### src/design/fip_pkg.sv
// shared constants and codes for the feistel index permutation block
`timescale 1ns / 1ps
package fip_pkg;

  localparam int DATA_W = 64;
  localparam int HALF_W = 32;

  // feistel rounds per network pass and the width of the round counter
  localparam int ROUND_COUNT = 4;
  localparam int RND_W = (ROUND_COUNT > 1) ? $clog2(ROUND_COUNT) : 1;

  // splitmix64 constants
  localparam logic [DATA_W-1:0] SM_GOLDEN = 64'h9E3779B97F4A7C15;
  localparam logic [DATA_W-1:0] SM_MUL1   = 64'hBF58476D1CE4E5B9;
  localparam logic [DATA_W-1:0] SM_MUL2   = 64'h94D049BB133111EB;
  localparam logic [DATA_W-1:0] KEY_STEP  = 64'hA24BAED4963EE407;

  // right half moves up by this many bits before the key is mixed in
  localparam int FEISTEL_SHIFT = 24;

  // configuration register indexes
  localparam int CFG_IDX_W = 2;
  localparam logic [CFG_IDX_W-1:0] CFG_DOMAIN = 2'd0;
  localparam logic [CFG_IDX_W-1:0] CFG_SEED   = 2'd1;

endpackage

### src/design/fip_mix.sv
// multi-cycle splitmix64 unit with one shared 32x32 multiplier
`timescale 1ns / 1ps
module fip_mix
  import fip_pkg::*;
(
  input  logic              clk,
  input  logic              rst_n,
  input  logic              mix_start,
  input  logic [DATA_W-1:0] mix_arg,
  output logic              mix_done,
  output logic [DATA_W-1:0] mix_res
);

  localparam logic [2:0] MX_IDLE = 3'd0;
  localparam logic [2:0] MX_MUL1 = 3'd1;
  localparam logic [2:0] MX_XOR2 = 3'd2;
  localparam logic [2:0] MX_MUL2 = 3'd3;
  localparam logic [2:0] MX_FIN  = 3'd4;

  logic [2:0]        state_r, state_nxt;
  logic [1:0]        part_r, part_nxt;
  logic [DATA_W-1:0] op_r, op_nxt;
  logic [DATA_W-1:0] acc_r, acc_nxt;
  logic [DATA_W-1:0] res_r, res_nxt;
  logic              done_r, done_nxt;

  logic [DATA_W-1:0] pre;
  logic [DATA_W-1:0] cmul;
  logic [HALF_W-1:0] mul_a, mul_b;
  logic [DATA_W-1:0] prod;
  logic [DATA_W-1:0] acc_step;

  // first step of the mix: add the golden constant, fold the top bits down
  assign pre = mix_arg + SM_GOLDEN;

  // one partial product per cycle: lo*lo, lo*hi, hi*lo give the low 64 bits
  assign cmul  = (state_r == MX_MUL2) ? SM_MUL2 : SM_MUL1;
  assign mul_a = (part_r == 2'd2) ? op_r[DATA_W-1:HALF_W] : op_r[HALF_W-1:0];
  assign mul_b = (part_r == 2'd1) ? cmul[DATA_W-1:HALF_W] : cmul[HALF_W-1:0];
  assign prod  = {{HALF_W{1'b0}}, mul_a} * {{HALF_W{1'b0}}, mul_b};
  assign acc_step = (part_r == 2'd0) ? prod
                                     : acc_r + {prod[HALF_W-1:0], {HALF_W{1'b0}}};

  // mix sequencer
  always_comb begin
    state_nxt = state_r;
    part_nxt  = part_r;
    op_nxt    = op_r;
    acc_nxt   = acc_r;
    res_nxt   = res_r;
    done_nxt  = 1'b0;
    unique case (state_r)
      MX_IDLE: begin
        if (mix_start) begin
          op_nxt    = pre ^ (pre >> 30);
          part_nxt  = 2'd0;
          state_nxt = MX_MUL1;
        end
      end
      MX_MUL1: begin
        acc_nxt  = acc_step;
        part_nxt = part_r + 2'd1;
        if (part_r == 2'd2) begin
          state_nxt = MX_XOR2;
        end
      end
      MX_XOR2: begin
        op_nxt    = acc_r ^ (acc_r >> 27);
        part_nxt  = 2'd0;
        state_nxt = MX_MUL2;
      end
      MX_MUL2: begin
        acc_nxt  = acc_step;
        part_nxt = part_r + 2'd1;
        if (part_r == 2'd2) begin
          state_nxt = MX_FIN;
        end
      end
      MX_FIN: begin
        res_nxt   = acc_r ^ (acc_r >> 31);
        done_nxt  = 1'b1;
        state_nxt = MX_IDLE;
      end
      default: state_nxt = MX_IDLE;
    endcase
  end

  always_ff @(posedge clk) begin
    if (!rst_n) begin
      state_r <= MX_IDLE;
      done_r  <= 1'b0;
    end else begin
      state_r <= state_nxt;
      done_r  <= done_nxt;
    end
    part_r <= part_nxt;
    op_r   <= op_nxt;
    acc_r  <= acc_nxt;
    res_r  <= res_nxt;
  end

  assign mix_done = done_r;
  assign mix_res  = res_r;

endmodule

### config.mk
export PLATFORM = sky130hd
export DESIGN_NAME = fip_mix
export DESIGN_NICKNAME = d
export VERILOG_FILES = /design/src/design/fip_pkg.sv /design/src/design/fip_mix.sv
export SDC_FILE = /design/constraint.sdc
export NUM_CORES = 2
export LEC_CHECK = 0
export BUFFER_PORTS_ARGS = -buffer_cell sky130_fd_sc_hd__buf_2
export CAP_MARGIN = 20
export CORE_ASPECT_RATIO = 1.25
export CORE_UTILIZATION = 43
export DETAILED_ROUTE_END_ITERATION = 16
export HOLD_SLACK_MARGIN = 0.06
export PLACE_DENSITY = 0.59
export SYNTH_ARGS = -nofsm -noshare
export SYNTH_HDL_FRONTEND = slang
export SYNTH_SLANG_ARGS = --single-unit
### constraint.sdc
create_clock -name clk -period 32.5 [get_ports clk]
set_clock_uncertainty 0.05 [all_clocks]
set_input_delay 1.625 -clock clk [delete_from_list [all_inputs] [get_ports clk]]
set_output_delay 1.625 -clock clk [all_outputs]
set_load 0.1 [all_outputs]
# ---- After elaboration in Yosys (flattened, before gate mapping)
# Index checks and enable logic that the tools add are counted.
dict set report classes {
  bitwise_logic 3
  addsub 3
  n_mux 13
  n_eq_ne 9
  n_reduce_logical 8
  n_mul 1
}
# cell count
set ops {}
lappend ops {{$mux 64} 2}
lappend ops {{$pmux 64 s2} 1}
lappend ops {{$add 64x64->64} 1}
lappend ops {{$add 64x64->64 const B} 1}
lappend ops {{$mul 32x32->64} 1}
lappend ops {{$mux 32} 2}
lappend ops {{$xor 64x33->64} 1}
lappend ops {{$xor 64x34->64} 1}
lappend ops {{$xor 64x37->64} 1}
lappend ops {{$mux 62} 1}
lappend ops {{$pmux 3 s4} 1}
lappend ops {{$mux 3} 3}
lappend ops {{$eq 3x2->1 const B} 2}
lappend ops {{$pmux 2 s3} 1}
lappend ops {{$ne 2x2->1 const B} 2}
lappend ops {{$reduce_and 2->1} 2}
lappend ops {{$eq 3x1->1 const B} 1}
lappend ops {{$eq 3x3->1 const B} 1}
lappend ops {{$logic_not 3->1} 1}
lappend ops {{$reduce_and 3->1} 1}
lappend ops {{$reduce_bool 3->1} 1}
lappend ops {{$add 2x1->2 const B} 1}
lappend ops {{$eq 2x1->1 const B} 1}
lappend ops {{$eq 2x2->1 const B} 1}
lappend ops {{other kinds (6)} 6}
dict set report totals {
  ff_bits 198
  output_inout_bits 65
}

# ---- Depth between registers and ports, before layout
dict set report logic_depth {
  ltp_word 6
  depth_mapped 41
  mapped_depth_nobuf 37
}

# ---- Least setup slack after synthesis
# Ideal clock, no wire load.
dict set report synth_path {
  kind {flip-flop to flip-flop}
  from {register state_r[0]}
  to {register acc_r[63] (data pin)}
  arrival_ps 11359
  setup_ps 272
  path_stages_with_launch 36
  path_slack_ps 20819
  n_path_buf 4
  cell_sequence {dfxtp_1 > nor2b_1 > nand2_1 > clkbuf_1 > ha_1 > clkbuf_1 > clkbuf_1 > clkbuf_1 > nor2_1 > fa_1 > fa_1 > fa_1 > inv_1 > fa_1 > inv_1 > fa_1 > inv_1 > fa_1 > inv_1 > fa_1 > fa_1 > ha_1 > nand4_1 > or4b_1 > o211a_1 > o21a_1 > xnor2_1 > ha_1 > a21o_1 > a21o_1 > a21oi_1 > o21ai_0 > o21bai_1 > a221oi_1 > nor3_1 > or4_1}
}
dict set report synth_via {
  elab_chain_len 6
}
# element line_no
set synth_lines {}
lappend synth_lines {{start: declaration} fip_mix.sv:20} ;# logic [2:0] state_r, state_nxt;
lappend synth_lines {{start signal: assignment} fip_mix.sv:93} ;# state_r <= state_nxt;
lappend synth_lines {{$eq 3x2->1 *} fip_mix.sv:37} ;# assign cmul = (state_r == MX_MUL2) ? SM_MUL2 : SM_MUL1;
lappend synth_lines {{$mux 62 *} fip_mix.sv:37}
lappend synth_lines {{$mux 32 *} fip_mix.sv:39} ;# assign mul_b = (part_r == 2'd1) ? cmul[DATA_W-1:HALF_W] : cmul[HALF_W-1:0];
lappend synth_lines {{$mul 32x32->64 *} fip_mix.sv:40} ;# assign prod = {{HALF_W{1'b0}}, mul_a} * {{HALF_W{1'b0}}, mul_b};
lappend synth_lines {{$add 64x64->64} fip_mix.sv:42} ;# : acc_r + {prod[HALF_W-1:0], {HALF_W{1'b0}}};
lappend synth_lines {{$mux 64 *} fip_mix.sv:41} ;# assign acc_step = (part_r == 2'd0) ? prod
lappend synth_lines {{named net acc_step[63]} fip_mix.sv:31} ;# logic [DATA_W-1:0] acc_step;
lappend synth_lines {{end signal: assignment} fip_mix.sv:98} ;# acc_r <= acc_nxt;
lappend synth_lines {{end: declaration} fip_mix.sv:23} ;# logic [DATA_W-1:0] acc_r, acc_nxt;
# The timed path passes the listed nets; every way through them passes the cells marked *.
# A chain may end at the register's enable or synchronous reset.

# ---- Worst setup path after layout
# Same ends and word-level chain as after synthesis.

==> flow_summary.yaml <==
sta:
  setup-tns-final_ns: 0
  tightest_slew_ns: 0.9330
  finalMaxSlewViolations: 0
  fmax_ghz: 0.08250
  post-route-period-util: 0.3729
  period_minus_slack_ns: 12.12
  rsz0062_at_grt: "false"
  finalSetupViolCount: 0
  finalHoldViolCount: 0
  slew-limit-headroom: 0.3764
setup_path:
  cp_slowest_stage_delay_ns: 0.66
  r2r_cells: 34
  worstPathMaxFanout: 41
  r2r_start: "state_r[0]$_SDFFE_PN0P_"
  path_class: "flop to flop"
  worstSetupStartpoint: "state_r[0]$_SDFFE_PN0P_"
  critPathLaunchType: "flop"
  cp.arrival_ns: 12.26
  critPathSlowestCell: "nor2b_1"
  regToRegEndpoint: "acc_r[63]$_DFFE_PN_"
  regToRegSetupSlack_ns: 20.38
  crit_required_ns: 32.64
  cp_common_cell: "fa_1"
  cp-endpoint: "acc_r[63]$_DFFE_PN_"
  end_kind: "flop"
logic_synthesis:
  synthCells: 4117
  yosysUniqueCellTypes: 76
  syn-num-nets: 5382
  synth_area_leaders: "fa_1 40%, edfxtp_1 14%, ha_1 11%"
  ys_async_sr_fraction: 0
  synth_edf_count: 194
  synth_top_cell_by_area: "fa_1"
  synth-seq-cells: 198
  synth_top_cell_area_share: 0.4026
  synth_area_um2: 41120
  synth-seq-area-share: 0.1436
  avgSynthCellArea_um2: 9.988
  yosysWarnings: 0
  synthFlopType: "edfxtp_1"
cts:
  post-cts-setup-buffer-count: 0
  clock_path_buffers: 2
  root_buffer: "clkbuf_16"
  clock-sinks: 198
  path_clk_slew_ns: 0.08
  clk_latency_ns: 0.45
  htreeDepth: 4
  cts_tree: "done"
  cts_buffers: 17
  hold_buffers: 0
  ctsResizeCount: 0
placement:
  port_buffers: 131
  place.gp.congestion: 1.003
  hpwl_mm: 120.4
floorplan:
  start_util: 0.4347
  die_x_um: 278.6
  io_pins: 132
  die_area_um2: 96880
  die_h_um: 347.7
  num_rows: 126
  coreArea_um2: 94590
run:
  drv_cap: 0
routing:
  drt_iter0_drc: 2582
  wl_per_cell_um: 25.90
  viasPerCell: 5.488
  drc: 0
  vias: 29670
  drt_wl_total_mm: 140.0
  drtPass1Iterations: 5
  ant_nets: 0
hold_path:
  hp-class: "flop to flop"
global_routing:
  grt_pass1_wl_mm: 207.8
  grt_pass1_vias: 31200
  grt_max_degree: 83
  grtUsageTotal: 0.2966
  antenna_found_initial: 4
  gr-total-overflow: 0
finish:
  fin_nets: 5440
  drive_gt1_frac: 0.06160
  area_delta_synth_final_pct: 6.189
status:
  status: "finished, final reports clean"
[synthesized netlist by cell type (8+ instances only)]
cell type / n
xnor2_1: 107
and3_1: 12
nand2b_1: 65
nor2_1: 297
o31ai_1: 9
xor2_1: 128
a21oi_1: 159
or3_1: 17
nand4_1: 36
a21boi_0: 10
clkbuf_1: 112
o21ai_0: 106
nand2_1: 204
a21o_1: 60
nor4_1: 8
or2_2: 8
o211ai_1: 17
and2_1: 144
o21a_1: 27
nor3_1: 26
inv_1: 931
fa_1: 827
edfxtp_1: 194
a211oi_1: 17
ha_1: 371
nor2b_1: 17
nand3_1: 21
a31oi_1: 15
mux2_2: 36
o21bai_1: 26
[placed cells by master, fill, tap and decap left out, drive strengths merged, types with 7 or more instances in the layout]
cell,netlist,layout
nand2,204,204
buf,5,156
and2,146,146
a21boi,10,10
o21bai,26,26
nand3,21,21
xnor2,109,109
mux2,36,36
a31oi,15,15
a21oi,161,161
clkbuf,112,18
nor4,8,8
fa,827,827
o21a,27,27
nand4,36,36
o211ai,17,17
nor2,299,299
xor2,128,128
or2,8,8
or3,17,17
mux2i,7,7
nand2b,65,65
a211oi,17,17
ha,371,371
a21o,60,60
nor2b,17,17
and3,12,12
edfxtp,194,194
o21ai,112,112
nor3,28,28
clkinv,4,8
inv,932,939
o31ai,9,9
[layer usage]
metal | vias to the layer above | part of all wire | GRT usage
met5 | - | 0 | 0
met4 | 0 | 0.051 | 0.1282
met3 | 295 | 0.064 | 0.03027
met2 | 1292 | 0.49 | 0.5035
met1 | 15080 | 0.39 | 0.3851
li1 | 13000 | - | -
[area by class of cell]
class,instances,area [µm²]
Sequential cell,198,5906
Inverter,936,3513
Clock inverter,14,167.7
Multi-Input combinational cell,2866,31280
Tap cell,1216,1521
Timing Repair Buffer,156,843.3
Clock buffer,18,429.2
Antenna cell,2,5.005
Fill cell,9112,50930
[flip-flops by register name, summed over array words and instances (netlist names)]
name and cells:
mix_done 1, op_r 64, acc_r 64, part_r 2
mix_res 64, state_r 3
[cells by family after synthesis]
| kind of cell | synth area share |
|---|---|
| adder cells (fa/ha/maj) | 0.5155 |
| buffers and inverters | 0.09655 |
| AND/OR/NAND/NOR | 0.1046 |
| AO/OA/AOI/OAI | 0.07735 |
| XOR/XNOR | 0.05085 |
| flip-flops | 0.1436 |
| multiplexers | 0.01156 |
[per-stage QoR]
stage	instances	setup WS, ns	hold slack [ns]	cell area, µm²	utilization
4_1_cts	5404	20.52	0.4668	43660	0.4616
3_3_place_gp	5372	20.75	0.4495	43060	0.4553
3_5_place_dp	5372	20.54	0.4542	43060	0.4553
6_report	5406	20.38	0.4650	43660	0.4616
2_1_floorplan	4117	20.82	0.4197	41120	-
5_1_grt	5404	20.02	0.5117	43660	0.4616
[worst min-delay path by stage]
stage	startpoint	to	slack [ns]	cells after the start
final	state_r[0]$_SDFFE_PN0P_	state_r[2]$_SDFFE_PN0P_	0.46	2
after global routing	state_r[0]$_SDFFE_PN0P_	state_r[2]$_SDFFE_PN0P_	0.51	2
after CTS	state_r[0]$_SDFFE_PN0P_	state_r[2]$_SDFFE_PN0P_	0.47	2
after detailed placement	state_r[0]$_SDFFE_PN0P_	state_r[2]$_SDFFE_PN0P_	0.45	2
after global placement	state_r[0]$_SDFFE_PN0P_	state_r[2]$_SDFFE_PN0P_	0.45	2
after floorplan	state_r[0]$_SDFFE_PN0P_	state_r[2]$_SDFFE_PN0P_	0.42	2
[worst max-delay path, delay by kind of cell (launching register included)]
kind	cells	cell delay, ns
AO/OA/AOI/OAI	8	1.76
XOR/XNOR	1	0.44
adder cells (fa/ha/maj)	11	5.10
buffers and inverters	7	1.52
flip-flops	1	0.36
AND/OR/NAND/NOR	7	2.57
Power is not shown: default switching activity piles up to over one toggle a cycle in this logic, so the estimate is an artifact.
